--- src/rtl/scd_pkg.sv ---
// scan code key decoder: shared types and constants
// used by the core, the table ram users and the port checker
`default_nettype none

package scd_pkg;

    typedef logic [7:0] t_byte;
    typedef logic [1:0] t_kind;

    // item kinds
    localparam t_kind KIND_SCAN     = 2'd0;
    localparam t_kind KIND_KEY_WR   = 2'd1;
    localparam t_kind KIND_SHIFT_WR = 2'd2;

    // translated code meanings
    localparam t_byte RELEASE_MARK = 8'hF0;
    localparam t_byte SHIFT_CODE   = 8'd16;
    localparam t_byte CTRL_CODE    = 8'd17;
    localparam t_byte ASCII_A      = 8'd65;
    localparam t_byte ASCII_Z      = 8'd90;
    localparam t_byte CASE_OFFSET  = 8'd32;

    // result queue
    localparam int FIFO_DEPTH = 4;
    localparam int PTR_W      = 2;
    localparam int CNT_W      = 3;

    typedef struct packed {
        t_byte code;
        logic  released;
        logic  shift_down;
        logic  ctrl_down;
    } t_result;

endpackage

`default_nettype wire

--- src/rtl/scan_code_key_decoder_core.sv ---
// scan code key decoder top level: key and shift tables in ram, modifier flags,
// result queue; depends on scd_pkg and scd_ram
//
// Takes one beat per cycle once ready. A scan byte's result passes the key table
// read, then the shift table read addressed by the translated code, before it
// enters the result queue. It shows on the outputs from the cycle after that.
// Table writes and ignored bytes give no result. After reset the block clears
// both tables in a pass over every address and holds o_ready low during it.
// A four-entry result queue lets input beats flow while results wait, until full.
`default_nettype none

module scan_code_key_decoder_core #(
    parameter int CODE_COUNT = 256
) (
    input  wire logic          i_clk,
    input  wire logic          i_rst_n,
    input  wire logic          i_valid,
    output logic               o_ready,
    input  wire scd_pkg::t_kind i_kind,
    input  wire scd_pkg::t_byte i_code_byte,
    input  wire scd_pkg::t_byte i_table_value,
    output logic               o_valid,
    input  wire logic          i_ready,
    output scd_pkg::t_byte     o_key_code,
    output logic               o_released,
    output logic               o_shift_down,
    output logic               o_ctrl_down
);

    import scd_pkg::*;

    localparam int              AW         = $clog2(CODE_COUNT);
    localparam logic [AW-1:0]   LAST_ADDR  = AW'(CODE_COUNT - 1);
    localparam logic [8:0]      CODE_LIMIT = 9'(CODE_COUNT);

    // clearing pass
    logic          r_clr_busy;
    logic [AW-1:0] r_clr_addr;

    // flags
    logic r_rel_armed, r_shift_held, r_ctrl_held;
    logic n_rel_armed, n_shift_held, n_ctrl_held;

    // stage 1: key table data arrives
    logic r_s1_vld, r_s1_in_range;
    // stage 2: shift table data arrives
    logic    r_s2_vld, r_s2_sub;
    t_result r_s2_res;

    // result queue
    t_result            r_fifo [FIFO_DEPTH];
    logic [PTR_W-1:0]   r_wr_ptr, r_rd_ptr;
    logic [CNT_W-1:0]   r_cnt;
    logic [CNT_W-1:0]   fill;

    logic    accept, in_range, push, pop;
    logic    key_we, shift_we;
    t_byte   key_rdata, shift_rdata;
    t_byte   t_code, lower;
    logic    is_key, lower_in_range;
    t_result s2_out;

    assign accept   = i_valid && o_ready;
    assign in_range = {1'b0, i_code_byte} < CODE_LIMIT;

    // every item in flight may still claim one queue slot
    assign fill    = r_cnt + CNT_W'(r_s1_vld) + CNT_W'(r_s2_vld);
    assign o_ready = !r_clr_busy && (fill < CNT_W'(FIFO_DEPTH));

    assign key_we   = r_clr_busy || (accept && i_kind == KIND_KEY_WR && in_range);
    assign shift_we = r_clr_busy || (accept && i_kind == KIND_SHIFT_WR && in_range);

    scd_ram #(
        .WIDTH (8),
        .DEPTH (CODE_COUNT)
    ) u_key_ram (
        .i_clk   (i_clk),
        .i_we    (key_we),
        .i_waddr (r_clr_busy ? r_clr_addr : i_code_byte[AW-1:0]),
        .i_wdata (r_clr_busy ? 8'h00 : i_table_value),
        .i_raddr (i_code_byte[AW-1:0]),
        .o_rdata (key_rdata)
    );

    // the shift read is for an older beat than a write in the same cycle,
    // so the old-data read order is the right one
    scd_ram #(
        .WIDTH (8),
        .DEPTH (CODE_COUNT)
    ) u_shift_ram (
        .i_clk   (i_clk),
        .i_we    (shift_we),
        .i_waddr (r_clr_busy ? r_clr_addr : i_code_byte[AW-1:0]),
        .i_wdata (r_clr_busy ? 8'h00 : i_table_value),
        .i_raddr (lower[AW-1:0]),
        .o_rdata (shift_rdata)
    );

    always_ff @(posedge i_clk) begin
        if (!i_rst_n) begin
            r_clr_busy <= 1'b1;
            r_clr_addr <= '0;
        end else if (r_clr_busy) begin
            r_clr_addr <= r_clr_addr + AW'(1);
            if (r_clr_addr == LAST_ADDR) begin
                r_clr_busy <= 1'b0;
            end
        end
    end

    // stage 1 decode
    always_comb begin
        t_code       = r_s1_in_range ? key_rdata : 8'h00;
        n_rel_armed  = r_rel_armed;
        n_shift_held = r_shift_held;
        n_ctrl_held  = r_ctrl_held;
        is_key       = 1'b0;
        lower        = (t_code inside {[ASCII_A:ASCII_Z]}) ? t_code + CASE_OFFSET : t_code;
        if (r_s1_vld) begin
            n_rel_armed = 1'b0;
            if (t_code == 8'h00) begin
                n_rel_armed = 1'b0;
            end else if (!r_rel_armed && t_code == RELEASE_MARK) begin
                n_rel_armed = 1'b1;
            end else if (t_code == SHIFT_CODE) begin
                n_shift_held = !r_rel_armed;
            end else if (t_code == CTRL_CODE) begin
                n_ctrl_held = !r_rel_armed;
            end else begin
                is_key = 1'b1;
            end
        end
    end

    assign lower_in_range = {1'b0, lower} < CODE_LIMIT;

    always_ff @(posedge i_clk) begin
        if (!i_rst_n) begin
            r_s1_vld     <= 1'b0;
            r_s2_vld     <= 1'b0;
            r_rel_armed  <= 1'b0;
            r_shift_held <= 1'b0;
            r_ctrl_held  <= 1'b0;
        end else begin
            r_s1_vld     <= accept && i_kind == KIND_SCAN;
            r_s2_vld     <= r_s1_vld && is_key;
            r_rel_armed  <= n_rel_armed;
            r_shift_held <= n_shift_held;
            r_ctrl_held  <= n_ctrl_held;
        end
    end

    always_ff @(posedge i_clk) begin
        r_s1_in_range       <= in_range;
        r_s2_sub            <= r_shift_held && lower_in_range;
        r_s2_res.code       <= lower;
        r_s2_res.released   <= r_rel_armed;
        r_s2_res.shift_down <= r_shift_held;
        r_s2_res.ctrl_down  <= r_ctrl_held;
    end

    // stage 2 shift substitution
    always_comb begin
        s2_out = r_s2_res;
        if (r_s2_sub && shift_rdata != 8'h00) begin
            s2_out.code = shift_rdata;
        end
    end

    assign push = r_s2_vld;
    assign pop  = o_valid && i_ready;

    always_ff @(posedge i_clk) begin
        if (!i_rst_n) begin
            r_wr_ptr <= '0;
            r_rd_ptr <= '0;
            r_cnt    <= '0;
        end else begin
            if (push) begin
                r_wr_ptr <= r_wr_ptr + PTR_W'(1);
            end
            if (pop) begin
                r_rd_ptr <= r_rd_ptr + PTR_W'(1);
            end
            r_cnt <= r_cnt + CNT_W'(push) - CNT_W'(pop);
        end
    end

    always_ff @(posedge i_clk) begin
        if (push) begin
            r_fifo[r_wr_ptr] <= s2_out;
        end
    end

    assign o_valid      = r_cnt != '0;
    assign o_key_code   = r_fifo[r_rd_ptr].code;
    assign o_released   = r_fifo[r_rd_ptr].released;
    assign o_shift_down = r_fifo[r_rd_ptr].shift_down;
    assign o_ctrl_down  = r_fifo[r_rd_ptr].ctrl_down;

endmodule

`default_nettype wire

--- src/rtl/scd_ram.sv ---
// scan code key decoder: generic single write, single read ram
// registered read returns the old word on a same-address write; no dependencies
`default_nettype none

module scd_ram #(
    parameter int WIDTH = 8,
    parameter int DEPTH = 256
) (
    input  wire logic                     i_clk,
    input  wire logic                     i_we,
    input  wire logic [$clog2(DEPTH)-1:0] i_waddr,
    input  wire logic [WIDTH-1:0]         i_wdata,
    input  wire logic [$clog2(DEPTH)-1:0] i_raddr,
    output logic      [WIDTH-1:0]         o_rdata
);

    logic [WIDTH-1:0] r_mem [DEPTH];
    logic [WIDTH-1:0] r_rdata;

    always_ff @(posedge i_clk) begin
        if (i_we) begin
            r_mem[i_waddr] <= i_wdata;
        end
        r_rdata <= r_mem[i_raddr];
    end

    assign o_rdata = r_rdata;

endmodule

`default_nettype wire

--- config.mk ---
export PLATFORM = sky130hd
export DESIGN_NAME = scan_code_key_decoder_core
export DESIGN_NICKNAME = d
export VERILOG_FILES = /design/src/rtl/scd_pkg.sv /design/src/rtl/scan_code_key_decoder_core.sv /design/src/rtl/scd_ram.sv
export SDC_FILE = /design/constraint.sdc
export NUM_CORES = 2
export LEC_CHECK = 0
export ABC_AREA = 1
export BUFFER_PORTS_ARGS = -buffer_cell sky130_fd_sc_hd__buf_2
export CAP_MARGIN = 0
export CORE_MARGIN = 2
export CORE_UTILIZATION = 55
export DETAILED_ROUTE_END_ITERATION = 8
export PLACE_DENSITY = 0.7
export REMOVE_ABC_BUFFERS = 1
export SYNTH_ARGS = -nofsm -noshare
export SYNTH_HDL_FRONTEND = slang
export SYNTH_HIERARCHICAL = 1
export SYNTH_MEMORY_MAX_BITS = 65536
export SYNTH_SLANG_ARGS = --single-unit
--- constraint.sdc ---
create_clock -name i_clk -period 37.6 [get_ports i_clk]
set_input_delay 7.52 -clock i_clk [delete_from_list [all_inputs] [get_ports i_clk]]
set_output_delay 7.52 -clock i_clk [all_outputs]
set_load 0.005 [all_outputs]
Yosys cells after proc, flatten, opt, wreduce, memory -nomap -nowiden
Memory sizes are Yosys's and may differ from the RTL's. A register that Yosys moved wholly into a read port is not among the register bits.
Index checks and enable logic that the tools add are counted.
- register bits: 32
- bits in latches: 0
- bits of input ports: 22
- RAM bits: 4140
- memories: 3
- memory bits (read-only): 0
- output and inout bits: 13
- word-level logic and storage cells: 78
- memory list (name ; depth ; width ; rd ports ; clocked after Yosys merged registers in ; write ports ; line ; RTL):
    u_key_ram.r_mem ; 256 ; 8 ; 1 ; 1 ; 1 ; scd_ram.sv:17 ; logic [WIDTH-1:0] r_mem [DEPTH];
    u_shift_ram.r_mem ; 256 ; 8 ; 1 ; 1 ; 1 ; scd_ram.sv:17 ;
    r_fifo ; 4 ; 11 ; 1 ; 1 ; 1 ; scan_code_key_decoder_core.sv:51 ; t_result r_fifo [FIFO_DEPTH];
- order comparisons: 3
- multipliers: 0
- add/subtract/negate cells: 8
- bitwise logic cells: 3
- mux-type cells: 21
- divide/modulo/power cells: 0
- eq/ne operators: 6
- reductions and logical operators: 20
- shift operators: 0
- operators by type and width (operator ; number):
    8-bit two-way mux ; 4
    8-bit by 5-bit == test with 1-bit output (second input constant) ; 2
    8-bit == test (second input constant) ; 2
    1-bit two-way mux ; 15
    1-bit logical AND ; 10
    3-bit by 1-bit adder with 3-bit output ; 3
    8-bit by 1-bit adder with 8-bit output (second input constant) ; 1
    8-bit by 6-bit adder with 8-bit output (second input constant) ; 1
    8-bit by 7-bit >= comparator with 1-bit output (second input constant) ; 1
    8-bit by 7-bit <= comparator with 1-bit output (second input constant) ; 1
    8-bit zero test ; 1
    8-bit nonzero test ; 1
    5-bit AND reduction ; 1
    2-bit by 1-bit adder with 2-bit output (second input constant) ; 2
    2-bit two-way mux ; 2
    4-bit AND reduction ; 1
    3-bit less-than comparator (second input constant) ; 1
    1-bit inverter ; 3
    3-bit nonzero test ; 1
    3-bit by 1-bit subtractor with 3-bit output ; 1
    2-bit by 1-bit == test with 1-bit output (second input constant) ; 1
    2-bit == test (second input constant) ; 1
    1-bit zero test ; 2
    2-bit zero test ; 1
    1-bit logical OR ; 2

Depth between registers and ports, before layout
- depth in word-level cells: 9
- mapped depth: 15
- mapped depth without buffers: 13

By module
The synthesis kept the hierarchy.
- modules (own cells, without submodules) (module ; cells an instance ; instances ; sequential area each (um^2) ; area an instance (um^2)):
    scd_ram ; 7003 ; 2 ; 61659.1 ; 83396.2
    scan_code_key_decoder_core ; 368 ; 1 ; 2001.9 ; 3413.3

Least setup slack after synthesis
Ideal clock, no wire load.
- path kind: input to register
- from: in i_table_value[0]
- to: mem u_key_ram.r_mem[0][0], data pin
- slack: 15570 ps
- data required time: 34989 ps
- data arrival time: 19419 ps
- stages on the path: 2
- buffers on the path: 0
- setup time: 2611 ps
- path through: inv_1 > nor2_1
- longest elaborated chain between the ends: 1
- ends and longest elaborated chain (element ; line ; RTL):
    start: declaration ; scan_code_key_decoder_core.sv:21 ; input wire scd_pkg::t_byte i_table_value,
    8-bit two-way mux ; scan_code_key_decoder_core.sv:80 ; .i_wdata (r_clr_busy ? 8'h00 : i_table_value),
    end: declaration ; scd_ram.sv:17 ;
Every way passes these cells.

==> impl_metrics.tcl <==
set metrics [dict create \
    post_cts_buffers 0 \
    drive_gt1_frac 0.0579 \
    synth_top_area_cell "edfxtp_1" \
    gp_congestion 0.869 \
    ant_nets 0 \
    r2r_end "u_shift_ram/o_rdata[5]$_DFF_P_" \
    switching_power_uw 2430 \
    setup-violations-final 0 \
    hold_path_class "register to register" \
    async_flop_share 0 \
    placed_cell_area_um2 172000 \
    clock_skew_ns 0.0440 \
    vias 112781 \
    seq_area_frac_synth 0.736 \
    finalSetupTns_ns 0 \
    yosysUniqueCellTypes 34 \
    ir_drop_uv 37.6 \
    slew_headroom 0.116 \
    crit_type "primary input to register" \
    maxSlewViolCount 0 \
    yosysWarnings 6 \
    synth_top_area_frac 0.730 \
    ys.flop_type "edfxtp_1" \
    die_w_um 560 \
    p_int_uw 7560 \
    pwr-share-seq 0.510 \
    startpoint_type "primary input" \
    die-area_um2 314000 \
    worstPathMaxFanout 234 \
    cts_tree "built" \
    rrSetupSlack_ns 32.24 \
    fill_cells 23794 \
    cts_max_level 5 \
    required_ns 38.50 \
    clock_path_buffers 4 \
    max-cap-violations 0 \
    p_comb_frac 0.089 \
    min_to "r_s2_res[0]$_DFF_P_" \
    drt_iter0_drc 16837 \
    grt_pass1_wl_um 674000 \
    wl_um 456000 \
    rsz0062_at_grt "no" \
    rows 204 \
    fmax_mhz 85.6 \
    grt_overflow 0 \
    clk_pin_slew_ns 0.06 \
    clock-sinks 4190 \
    finalHoldViolCount 0 \
    wire_per_inst_um 24.7 \
    netlist_instances 14374 \
    arrival_ns 12.59 \
    track_usage 0.283 \
    hp-start "r_ctrl_held$_SDFFE_PN0P_" \
    drc 0 \
    io_pins 35 \
    final_nets 14048 \
    synthToLayoutAreaGrowth_pct 8.89 \
    endpoint_kind "register" \
    grt_pass1_vias 104638 \
    grt_max_degree 235 \
    ctsResizeCount 0 \
    cts-buffers-inserted 418 \
    die_y_um 560 \
    syn-cell-area_um2 170000 \
    synthTopCellsByArea "edfxtp_1 73%, nand3_1 12%, nand2_1 9.5%" \
    pwr-share-clk 0.401 \
    swShare 0.243 \
    grt_antenna_before_repair 17 \
    max_slew.worst_pin.slew_ns 1.32 \
    r2r_start "u_key_ram/o_rdata[0]$_DFF_P_" \
    core-area_um2 308000 \
    root_buffer "clkbuf_16" \
    final_area_um2 185000 \
    ctsHoldBuffers 0 \
    synth_edf_count 4140 \
    routed_via_density 6.10 \
    syn_area_per_cell_um2 11.8 \
    dr.pass1.iters 8 \
    hpwl_um 246000 \
    fin_crit_sh 0.311 \
    ys_seq_elements 4190 \
    clk_latency_ns 0.98 \
    port_buffers 34 \
    leakagePower_uw 0.0650 \
    start_util 0.552 \
    fin_crit_ns 11.69 \
    rr_worst_depth 14 \
    p_per_area_nw_per_um2 53.9 \
    whs_path_depth 0 \
    status "finished, final reports clean" \
]
## Yosys cell counts (2+ instances only)
| library cell | instances |
|---|---|
| nor2_1 | 620 |
| edfxtp_1 | 4140 |
| nand4_1 | 6 |
| ha_1 | 9 |
| o21ai_1 | 13 |
| buf_6 | 32 |
| buf_1 | 80 |
| inv_1 | 121 |
| buf_4 | 94 |
| a21oi_1 | 12 |
| o22ai_1 | 11 |
| inv_2 | 8 |
| clkbuf_1 | 231 |
| inv_4 | 2 |
| nor3_1 | 5 |
| dfxtp_1 | 50 |
| nand3_1 | 4050 |
| nand2_1 | 4300 |
| buf_8 | 2 |
| buf_2 | 538 |
| nor2_2 | 4 |
| o21ai_0 | 33 |
| nor2_4 | 2 |
## metrics by stage
stage	power (uW)	util	std cells	hold WS [ns]	setup WS [ns]
6_report	9980	0.601	18493	0.357	25.91
5_1_grt	10300	0.601	18491	0.365	25.63
4_1_cts	9990	0.601	18486	0.358	26.16
3_5_place_dp	6050	0.559	17716	0.349	25.14
3_3_place_gp	6040	0.559	17716	0.346	25.15
2_1_floorplan	5880	-	13397	0.331	-8.45
## cell families (layout without fill, tap and decap cells)
group	count (synthesis)	in the layout	share of synthesized area
compound gates	75	75	0.00245
buf+inv	1108	1100	0.0320
xor+xnor	1	1	0.0000515
other cells	0	7	0
flops	4190	4190	0.736
simple gates	8990	8990	0.228
fa+ha+maj	10	10	0.000779
## power by group through the flow
stage                     Clock [uW]  Combinational, uW  Sequential [uW]
after floorplan                    0                647             5230
after global placement             0                851             5190
after detailed placement           0                861             5190
after CTS                       4040                866             5090
after global routing            4220                952             5090
final                           4010                886             5090
## sequential cells by signal (all words and copies together) (netlist names), named ones only
name                 flops
r_s2_res                11
r_cnt                    3
r_wr_ptr                 2
r_s1_vld                 1
r_rd_ptr                 2
r_fifo                  44
u_shift_ram/o_rdata      8
push                     1
u_shift_ram/r_mem     2048
r_ctrl_held              1
r_rel_armed              1
r_clr_addr               8
u_key_ram/r_mem       2048
u_key_ram/o_rdata        8
r_shift_held             1
r_clr_busy               1
## layout make-up
class                      instances  area [um2]  share of cell area
inverter                         131         559             0.00302
antenna                            7        17.5           0.0000945
multi-input combinational       9076       39600               0.213
timing repair buffer             199        1620             0.00874
sequential                      4190      125000               0.676
clock buffer                     517       10900              0.0591
tap                             4120        5150              0.0278
clock inverter                   253        2140              0.0115
## layout by cell type (no fill, tap or decap), types with 45 or more instances in the layout
master / n
buf_4: 151
clkbuf_1: 92
clkbuf_16: 422
clkinv_1: 109
clkinv_2: 69
dfxtp_1: 45
edfxtp_1: 4140
inv_1: 117
nand2_1: 4278
nand3_1: 4050
nor2_1: 611
## worst max-delay path, cell delays in order
cell	delay [ns]
buf_8	0.18
inv_16	0.62
buf_4	0.92
buf_4	0.94
buf_4	0.81
nand2_1	0.14
nand3_1	0.12
nand3_1	0.08
nand3_1	0.10
nand3_1	0.20
nand3_1	0.17
nand3_1	0.13
nand2_1	0.12
nand2_1	0.06
nand2_1	0.07
## worst max path at each step
stage	endpoint	startpoint	depth (start not counted)	slack (ns)
finish	u_key_ram/o_rdata[6]$_DFF_P_	i_code_byte[0]	15	25.91
global route	u_key_ram/o_rdata[3]$_DFF_P_	i_code_byte[0]	15	25.63
CTS	u_key_ram/o_rdata[4]$_DFF_P_	i_code_byte[0]	15	26.16
global placement	u_key_ram/o_rdata[2]$_DFF_P_	i_code_byte[0]	15	25.15
floorplan	u_shift_ram/o_rdata[7]$_DFF_P_	u_key_ram/o_rdata[0]$_DFF_P_	11	-8.45
detailed placement	u_key_ram/o_rdata[4]$_DFF_P_	i_code_byte[0]	15	25.14
## per-layer routing
layer  up-vias  routed length [um]  track usage
met1     55031              177000        0.409
met3       857               52200       0.0544
li1      50279                   -            -
met5         -                  26            0
met4         4               16300       0.0970
met2      6610              210000        0.432
No activity file was read; power rests on OpenSTA's default activity.
